--- config.mk ---
export PLATFORM = sky130hd
export DESIGN_NAME = hdlc_length_checked_deframer_core
export DESIGN_NICKNAME = d
export VERILOG_FILES = /design/src/rtl/core/hdlc_dfr_pkg.sv /design/src/rtl/core/hdlc_dfr_parser.sv /design/src/rtl/core/hdlc_length_checked_deframer_core.sv
export SDC_FILE = /design/constraint.sdc
export NUM_CORES = 1
export LEC_CHECK = 0
export BUFFER_PORTS_ARGS = -buffer_cell sky130_fd_sc_hd__buf_2
export CORE_MARGIN = 4
export CORE_UTILIZATION = 40
export DETAILED_ROUTE_END_ITERATION = 10
export GPL_TIMING_DRIVEN = 0
export SLEW_MARGIN = 20
export SYNTH_ARGS = -nofsm -noshare
export SYNTH_HDL_FRONTEND = slang
export SYNTH_HIERARCHICAL = 1
export SYNTH_SLANG_ARGS = --single-unit
--- constraint.sdc ---
create_clock -name clock -period 7.55 [get_ports clock]
set_input_delay 2.265 -clock clock [delete_from_list [all_inputs] [get_ports clock]]
set_output_delay 2.265 -clock clock [all_outputs]
set_load 0.05 [all_outputs]
--- src/rtl/core/hdlc_dfr_pkg.sv ---
// ----------------------------------------------------------------------------
// hdlc_dfr_pkg
// Shared types and constants of the length-checked HDLC deframer.
// ----------------------------------------------------------------------------
package hdlc_dfr_pkg;

   localparam int unsigned MAX_FRAME_BYTES_DEFAULT = 4096;

   localparam logic [7:0]  STUFF_XOR       = 8'h20;
   localparam logic [12:0] LENGTH_OVERHEAD = 13'd6;

   localparam logic [7:0]  FLAG_RESET   = 8'h7E;
   localparam logic [7:0]  ESCAPE_RESET = 8'h7D;

   // Configuration register indexes
   localparam logic CSR_FLAG   = 1'b0;
   localparam logic CSR_ESCAPE = 1'b1;

   typedef enum logic [1:0] {
      EV_DATA  = 2'd0,
      EV_DONE  = 2'd1,
      EV_ERROR = 2'd2
   } event_kind_type;

   typedef struct packed {
      logic           valid;
      event_kind_type kind;
      logic [7:0]     data_byte;
      logic [11:0]    byte_index;
      logic [12:0]    frame_length;
   } result_type;

endpackage

--- src/rtl/core/hdlc_dfr_parser.sv ---
// ----------------------------------------------------------------------------
// hdlc_dfr_parser
// Frame parser state and the per-byte decision: unstuff, count, length check.
// ----------------------------------------------------------------------------
module hdlc_dfr_parser
   import hdlc_dfr_pkg::*;
#(
   parameter int unsigned MAX_FRAME_BYTES = MAX_FRAME_BYTES_DEFAULT
) (
   input  logic       clock,
   input  logic       reset,
   input  logic       step_i,
   input  logic [7:0] byte_i,
   input  logic [7:0] flag_i,
   input  logic [7:0] escape_i,
   output result_type result_o
);

   localparam logic [16:0] MaxLen = 17'(MAX_FRAME_BYTES);

   logic        header_seen_ff, header_seen_in;
   logic        escape_pending_ff, escape_pending_in;
   logic [12:0] received_count_ff, received_count_in;
   logic [12:0] expected_length_ff, expected_length_in;
   logic [7:0]  length_high_ff, length_high_in;

   logic        stuffed_ok;
   logic        clear;
   logic [7:0]  unstuffed;
   logic [12:0] count_plus;
   logic [16:0] payload_len;
   result_type  res;

   assign stuffed_ok  = (byte_i == (flag_i ^ STUFF_XOR)) || (byte_i == (escape_i ^ STUFF_XOR));
   assign unstuffed   = byte_i ^ (escape_pending_ff ? STUFF_XOR : 8'h00);
   assign count_plus  = received_count_ff + 13'd1;
   assign payload_len = {1'b0, length_high_ff, unstuffed} + 17'(LENGTH_OVERHEAD);

   always_comb begin
      header_seen_in     = header_seen_ff;
      escape_pending_in  = escape_pending_ff;
      received_count_in  = received_count_ff;
      expected_length_in = expected_length_ff;
      length_high_in     = length_high_ff;
      clear              = 1'b0;
      res                = '0;
      res.kind           = EV_DATA;

      if (escape_pending_ff && !stuffed_ok) begin
         clear    = 1'b1;
         res.valid = 1'b1;
         res.kind  = EV_ERROR;
      end else if (byte_i == flag_i) begin
         if (!header_seen_ff) begin
            header_seen_in = 1'b1;
         end else if (received_count_ff == 13'd0) begin
            // skip repeated opening flags
         end else if (received_count_ff < expected_length_ff) begin
            clear     = 1'b1;
            res.valid = 1'b1;
            res.kind  = EV_ERROR;
         end else begin
            clear            = 1'b1;
            res.valid        = 1'b1;
            res.kind         = EV_DONE;
            res.frame_length = received_count_ff;
         end
      end else if (byte_i == escape_i) begin
         escape_pending_in = 1'b1;
      end else if (!header_seen_ff) begin
         // drop bytes outside a frame
      end else if ({received_count_ff[12:1], 1'b0} >= expected_length_ff) begin
         clear     = 1'b1;
         res.valid = 1'b1;
         res.kind  = EV_ERROR;
      end else begin
         received_count_in = count_plus;
         escape_pending_in = 1'b0;
         if (received_count_ff == 13'd2) begin
            length_high_in = unstuffed;
         end
         res.valid      = 1'b1;
         res.kind       = EV_DATA;
         res.data_byte  = unstuffed;
         res.byte_index = received_count_ff[11:0];
         if (count_plus == 13'd4) begin
            if (payload_len > MaxLen) begin
               clear          = 1'b1;
               res            = '0;
               res.valid      = 1'b1;
               res.kind       = EV_ERROR;
            end else begin
               expected_length_in = payload_len[12:0];
            end
         end
      end

      if (clear) begin
         header_seen_in     = 1'b0;
         escape_pending_in  = 1'b0;
         received_count_in  = '0;
         expected_length_in = LENGTH_OVERHEAD;
         length_high_in     = '0;
      end
   end

   always_ff @(posedge clock) begin
      if (reset) begin
         header_seen_ff     <= 1'b0;
         escape_pending_ff  <= 1'b0;
         received_count_ff  <= '0;
         expected_length_ff <= LENGTH_OVERHEAD;
         length_high_ff     <= '0;
      end else if (step_i) begin
         header_seen_ff     <= header_seen_in;
         escape_pending_ff  <= escape_pending_in;
         received_count_ff  <= received_count_in;
         expected_length_ff <= expected_length_in;
         length_high_ff     <= length_high_in;
      end
   end

   assign result_o = res;

`ifndef SYNTHESIS
   a_clear_after_event: assert property (@(posedge clock) disable iff (reset)
      step_i && res.valid && res.kind != EV_DATA |=>
         received_count_ff == 13'd0 && !header_seen_ff && !escape_pending_ff)
      else $error("parser state not cleared after completion or error");

   a_expected_floor: assert property (@(posedge clock) disable iff (reset)
      expected_length_ff >= LENGTH_OVERHEAD &&
      {4'd0, expected_length_ff} <= MaxLen + 17'(LENGTH_OVERHEAD))
      else $error("expected length out of range");

   a_count_bound: assert property (@(posedge clock) disable iff (reset)
      {1'b0, received_count_ff} <= {1'b0, expected_length_ff} + 14'd1)
      else $error("received count ran past expected length");
`endif

endmodule

--- src/rtl/core/hdlc_length_checked_deframer_core.sv ---
// ----------------------------------------------------------------------------
// hdlc_length_checked_deframer_core
// HDLC byte-unstuffing deframer with a length check from the frame header.
// ----------------------------------------------------------------------------
// The block takes one raw link byte per word on req_ and returns at most one
// event word per byte on rsp_: an unstuffed data byte with its index in the
// frame, a frame-complete event carrying the byte count, or a frame error.
// A flag opens a frame; flags on an empty frame are skipped. An escape byte
// XORs the following byte with 0x20, and only the stuffed flag or stuffed
// escape may follow it. Data bytes 2 and 3 hold a big-endian length; plus six
// it sets the expected frame size, and a size above MAX_FRAME_BYTES is an
// error (the fourth data byte is then reported as the error). One odd pad byte
// past the expected size is accepted, a closing flag that arrives early is an
// error, and every completion or error resets the parser. Checksum
// verification is left to downstream logic. Throughput is one byte per clock
// while the output is not stalled: an input register feeds the parser's
// combinational decision, which writes the output register; a new byte is
// taken whenever the input register is empty or moving on. The flag and
// escape values are to be written through csr_ only while the block is idle;
// the block itself does not enforce this.
module hdlc_length_checked_deframer_core
   import hdlc_dfr_pkg::*;
#(
   parameter int unsigned MAX_FRAME_BYTES = MAX_FRAME_BYTES_DEFAULT
) (
   input  logic        clock,
   input  logic        reset,

   input  logic        req_tvalid,
   output logic        req_tready,
   input  logic [7:0]  req_tdata,    // [7:0] rx_byte

   output logic        rsp_tvalid,
   input  logic        rsp_tready,
   output logic [39:0] rsp_tdata,    // [7:0] data_byte, [19:8] byte_index,
                                     // [32:20] frame_length, [39:33] zero
   output logic [1:0]  rsp_tuser,    // [1:0] event_kind

   input  logic        csr_we,
   input  logic        csr_index,
   input  logic [7:0]  csr_wdata
);

   // configuration registers
   logic [7:0] flag_ff, flag_in;
   logic [7:0] escape_ff, escape_in;

   // input register
   logic       in_valid_ff, in_valid_in;
   logic [7:0] in_byte_ff, in_byte_in;

   // output register
   logic       out_valid_ff, out_valid_in;
   result_type out_res_ff, out_res_in;

   logic       req_fire;
   logic       advance;
   result_type parser_res;

   // Hand the held byte to the parser whenever the output slot is free or drains.
   assign advance    = in_valid_ff && (!out_valid_ff || rsp_tready);
   assign req_tready = !in_valid_ff || advance;
   assign req_fire   = req_tvalid && req_tready;

   always_comb begin
      flag_in   = flag_ff;
      escape_in = escape_ff;
      if (csr_we) begin
         case (csr_index)
            CSR_FLAG:   flag_in   = csr_wdata;
            CSR_ESCAPE: escape_in = csr_wdata;
            default:    ;
         endcase
      end
   end

   always_comb begin
      in_valid_in = in_valid_ff;
      in_byte_in  = in_byte_ff;
      if (req_fire) begin
         in_valid_in = 1'b1;
         in_byte_in  = req_tdata[7:0];
      end else if (advance) begin
         in_valid_in = 1'b0;
      end
   end

   always_comb begin
      out_valid_in = out_valid_ff;
      out_res_in   = out_res_ff;
      if (advance) begin
         out_valid_in = parser_res.valid;
         if (parser_res.valid) begin
            out_res_in = parser_res;
         end
      end else if (rsp_tready) begin
         out_valid_in = 1'b0;
      end
   end

   always_ff @(posedge clock) begin
      if (reset) begin
         flag_ff      <= FLAG_RESET;
         escape_ff    <= ESCAPE_RESET;
         in_valid_ff  <= 1'b0;
         out_valid_ff <= 1'b0;
      end else begin
         flag_ff      <= flag_in;
         escape_ff    <= escape_in;
         in_valid_ff  <= in_valid_in;
         out_valid_ff <= out_valid_in;
      end
   end

   // payload registers: no reset
   always_ff @(posedge clock) begin
      in_byte_ff <= in_byte_in;
      out_res_ff <= out_res_in;
   end

   hdlc_dfr_parser #(
      .MAX_FRAME_BYTES (MAX_FRAME_BYTES)
   ) u_parser (
      .clock    (clock),
      .reset    (reset),
      .step_i   (advance),
      .byte_i   (in_byte_ff),
      .flag_i   (flag_ff),
      .escape_i (escape_ff),
      .result_o (parser_res)
   );

   assign rsp_tvalid = out_valid_ff;
   assign rsp_tuser  = out_res_ff.kind;
   assign rsp_tdata  = {7'd0, out_res_ff.frame_length, out_res_ff.byte_index,
                        out_res_ff.data_byte};

`ifndef SYNTHESIS
   a_done_min_length: assert property (@(posedge clock) disable iff (reset)
      out_valid_ff && out_res_ff.kind == EV_DONE |->
         out_res_ff.frame_length >= LENGTH_OVERHEAD)
      else $error("frame completed below minimum length");

   a_nondata_zero: assert property (@(posedge clock) disable iff (reset)
      out_valid_ff && out_res_ff.kind != EV_DATA |->
         out_res_ff.data_byte == 8'd0 && out_res_ff.byte_index == 12'd0)
      else $error("non-data event carries data fields");

   a_input_held: assert property (@(posedge clock) disable iff (reset)
      in_valid_ff && !advance |=> in_valid_ff && $stable(in_byte_ff))
      else $error("held input byte lost while output stalled");
`endif

endmodule

After elaboration in Yosys (flattened, before gate mapping)
Index checks and enable logic that the tools add are counted.
W data, S select, Z words.
- add/subtract/negate cells: 2
- order comparisons: 3
- equality and inequality tests: 12
- mux-type cells: 59
- bitwise gates (word level): 5
- reductions and logical operators: 26
- operators by type and width (cell ; number):
    $mux W13 ; 18
    $mux W36 ; 2
    $mux W35 ; 2
    $mux W8 ; 7
    $mux W33 ; 1
    $eq A8 B8 Y1 ; 4
    $mux W1 ; 22
    $add A16 B3 Y17 const B ; 1
    $gt A17 B13 Y1 const B ; 1
    $mux W3 ; 5
    $add A13 B1 Y13 const B ; 1
    $eq A13 B2 Y1 const B ; 1
    $eq A13 B3 Y1 const B ; 1
    $ge A13 B13 Y1 ; 1
    $logic_not A13 Y1 ; 1
    $lt A13 B13 Y1 ; 1
    $reduce_bool A2 Y1 ; 6
    $ne A2 B1 Y1 const B ; 5
    $reduce_and A8 Y1 ; 1
    $xor A8 B8 Y8 ; 1
    $reduce_and A7 Y1 ; 1
    $mux W6 ; 1
    $reduce_and A2 Y1 ; 3
    $reduce_and A6 Y1 ; 1
    other kinds (10) ; 19
- bits in registers: 97
- bits of input ports: 22
- output and inout port bits: 44
- logic and storage cells: 121

Logic depth before layout (Yosys ltp)
- word-level depth: 13
- gate-level depth with buffers: 11
- mapped depth without buffers: 9

Modules after synthesis
The synthesis kept the hierarchy.
- by module, submodules not included (module ; times used ; cells an instance ; area each (µm²) ; seq. area each (µm²)):
    hdlc_dfr_parser ; 1 ; 403 ; 3176.8 ; 720.7
    hdlc_length_checked_deframer_core ; 1 ; 128 ; 2077.0 ; 1651.6

Worst setup path after synthesis
OpenSTA, ideal clock, no wires.
- kind: in2out
- from: input port rsp_tready
- to: output port req_tready
- data arrival time: 2.748 ns
- required time: 5.285 ns
- slack: 2.537 ns
- stages on the path: 1
- buffers on the path: 0
- cell sequence: nand3b_1
- longest elaborated chain between the ends: 3
- ends and longest elaborated chain (what ; line ; RTL):
    from (decl) ; hdlc_length_checked_deframer_core.sv:34 ; input logic rsp_tready,
    $logic_or A1 B1 Y1 ; hdlc_length_checked_deframer_core.sv:61 ; assign advance = in_valid_ff && (!out_valid_ff || rsp_tready);
    $logic_and A1 B1 Y1 ; hdlc_length_checked_deframer_core.sv:61 ;
    $logic_or A1 B1 Y1 ; hdlc_length_checked_deframer_core.sv:62 ; assign req_tready = !in_valid_ff || advance;
    to (decl) ; hdlc_length_checked_deframer_core.sv:30 ; output logic req_tready,
Every way passes these cells.

Worst setup path after layout
Ends and elaborated chain as after synthesis.

==> flow_metrics.env <==
export IMPL_clockRootBuffer="clkbuf_16"
export IMPL_fin_util_pct=47.9
export IMPL_drv_cap=0
export IMPL_cts_tree="built"
export IMPL_mostFrequentLayoutCells="77 x buf_2, 54 x dfxtp_1, 43 x edfxtp_1, 36 x and2_1"
export IMPL_critPathKind="in -> out"
export IMPL_dieArea_um2=15000
export IMPL_final_nets=645
export IMPL_holdBufCountCts=0
export IMPL_cp_top_family="buffers and inverters"
export IMPL_first_pass_iters=6
export IMPL_yosysSeqAreaShare_pct=45.2
export IMPL_wl_um=12900
export IMPL_start_util_pct=41.3
export IMPL_stdcell_count=783
export IMPL_period_needed_ns=5.05
export IMPL_yosysUniqueCellTypes=66
export IMPL_grt_max_degree=30
export IMPL_synthArstFlopShare_pct=0
export IMPL_clock_skew_ns=0.00612
export IMPL_antenna_left=0
export IMPL_hold_depth=2
export IMPL_synth_ff_type="dfxtp_1"
export IMPL_drc=0
export IMPL_crit_top_cell="buf_2"
export IMPL_final_common_cell="buf_2"
export IMPL_place_gp_congestion=0.851
export IMPL_worst_path_max_fanout=3
export IMPL_cts_path_max_buffers=2
export IMPL_clock_latency_ns=0.35
export IMPL_p_leak_nw=2.34
export IMPL_dpl_hpwl_um=9590
export IMPL_vdd_drop_max_uv=118
export IMPL_critPathMaxStageDelay_ns=0.23
export IMPL_crit_buf_inv=2
export IMPL_io_pins=66
export IMPL_slowest_stage="buf_2"
export IMPL_timing_setup_tns_ns=0
export IMPL_worstPathCellList="buf_2, nand3b_1, buf_2"
export IMPL_grt_overflow=0
export IMPL_worstSetupPathDepth=3
export IMPL_grtUsageTotal_pct=18.2
export IMPL_n_fill_cell=1238
export IMPL_fin_ws_ns=2.50
export IMPL_yosysWarnings=6
export IMPL_fin_crit_sh_pct=66.8
export IMPL_via_per_inst=5.38
export IMPL_die_w_um=123
export IMPL_numCtsBuffers=9
export IMPL_cts_resized=0
export IMPL_worstRegToRegCells=9
export IMPL_grt_pass1_vias=4169
export IMPL_status="finished clean"
export IMPL_path_clk_slew_ns=0.06
export IMPL_max_freq_ghz=0.198
export IMPL_arrival_ns=2.78
export IMPL_wl_per_cell_um=16.5
export IMPL_antenna_found_initial=0
export IMPL_htreeDepth=3
export IMPL_vias=4213
export IMPL_clock_sinks=97
export IMPL_core_um2=12700
export IMPL_rsz0062_at_grt="no"
export IMPL_netlist_area_um2=5250
export IMPL_final_hold_violation_count=0
export IMPL_dp_slack_ns=2.51
export IMPL_portBuffers=57
export IMPL_slew_viol_final=0
export IMPL_n_antenna_cell=0
export IMPL_drt_iter0_drc=288
export IMPL_drive_above_1_share_pct=20.1
export IMPL_synthCells=531
export IMPL_synth_edff_count=43
export IMPL_endpoint_kind="output port"
export IMPL_dp_cells=767
export IMPL_start_kind="input port"
export IMPL_post_cts_setup_buffer_count=0
export IMPL_grt_pass1_wl_um=21200
export IMPL_ys_ff_latch=97
export IMPL_hold_path_class="reg -> reg"
export IMPL_area_growth_pct=15.9
export IMPL_die_y_um=123
export IMPL_setup_violations=0
export IMPL_worst_pin_slew_ns=0.574
export IMPL_rows=41
export IMPL_required_ns=5.29
export IMPL_p_per_area_nw_per_um2=190
export IMPL_relSlewSlack_pct=61.5
export IMPL_synth_area_per_cell_um2=9.89
Yosys cell counts, drive strengths merged (2+ instances only):
master    n  area [um^2]
a2111oi   2         17.5
a211oi    7         57.6
a21o      5         37.5
a21oi    14         70.1
a31oi     2         12.5
a41oi     3         26.3
and2     36          225
and3      7         43.8
buf      35          220
clkbuf   12         46.3
dfxtp    54         1080
edfxtp   43         1290
ha       17          213
inv      30          113
mux2i    18          180
nand2    23         86.3
nand2b   17          106
nand3    19         95.1
nand3b    8         60.1
nand4    20          131
nand4b    3         26.3
nor2     30          113
nor2b     3         18.8
nor3     11         55.1
nor4      9         77.6
o211ai    8         60.1
o21a      3         22.5
o21ai    10         57.6
o221ai    4         35.0
o22ai     3         18.8
o32a      2         20.0
o32ai    11         96.3
o41ai     2         25.0
or2       4         25.0
or3       4         25.0
xnor2    16          140
xor2     17          149
stage by stage:
step	hold WS, ns	power (mW)	cell area (um^2)
after detailed placement	0.484	0.719	5800
after global placement	0.470	0.716	5780
after global routing	0.499	1.21	6090
final	0.492	1.16	6090
after CTS	0.491	1.17	6090
after floorplan	0.457	0.679	5280
state kept, by name (all words and copies together), names as in the netlist:
register                     count
escape_ff                        8
flag_ff                          8
in_byte_ff                       8
in_valid_ff                      1
rsp_tdata                       33
rsp_tuser                        2
rsp_tvalid                       1
u_parser/escape_pending_ff       1
u_parser/expected_length_ff     13
u_parser/header_seen_ff          1
u_parser/length_high_ff          8
u_parser/received_count_ff      13
metal layers:
metal / global-route usage, % / up-vias / routed length [um]
met4: 7.21 / 0 / 296
met1: 22.0 / 1987 / 5480
li1: - / 2054 / -
met5: 0 / - / 0
met3: 4.75 / 24 / 809
met2: 31.1 / 148 / 6300
power by group:
group	internal (mW)	total, mW	switching [mW]
clock network	0.253	0.447	0.194
logic	0.0498	0.138	0.0877
registers	0.557	0.572	0.0152
total	0.859	1.16	0.297
kinds of logic (layout without fill, tap and decap cells):
kind of cell             Yosys count  count (layout)  share of synthesized area (%)
AND/OR/NAND/NOR                  200             200                           22.0
multiplexers                      18              18                           3.43
adder cells (fa/ha/maj)           17              17                           4.05
flip-flops                        97              97                           45.2
other                              1               7                         0.0714
XOR/XNOR                          33              33                           5.50
buffers and inverters             77             151                           7.22
AO/OA/AOI/OAI                     88              88                           12.6
final cells by class:
cell class / instances / area (um^2) / share of cell area, %
plain buffers: 47 / 267 / 4.38
clock buffers: 9 / 225 / 3.70
clock inverters: 7 / 61.3 / 1.01
inverters: 30 / 113 / 1.85
multi-input cells: 363 / 2530 / 41.6
flip-flops and latches: 97 / 2370 / 38.9
well taps: 172 / 215 / 3.53
repair buffers: 58 / 305 / 5.01
worst min-delay path, stage by stage (launching register included):
cell and delay (ns):
dfxtp_1 0.32, nand2b_1 0.06, o21ai_0 0.06
path summary, 6_finish.rpt:
check                                                  start                      end  slack (ns)
setup / recovery                                  rsp_tready               req_tready        2.50
hold / removal                       flag_ff[0]$_SDFFE_PP0P_  flag_ff[0]$_SDFFE_PP0P_        0.49
setup reg to reg  u_parser/received_count_ff[0]$_SDFFE_PP0P_   rsp_tdata[1]$_DFFE_PP_        4.28
hold reg to reg                      flag_ff[0]$_SDFFE_PP0P_  flag_ff[0]$_SDFFE_PP0P_        0.49
No activity file was read; power rests on OpenSTA's default activity.
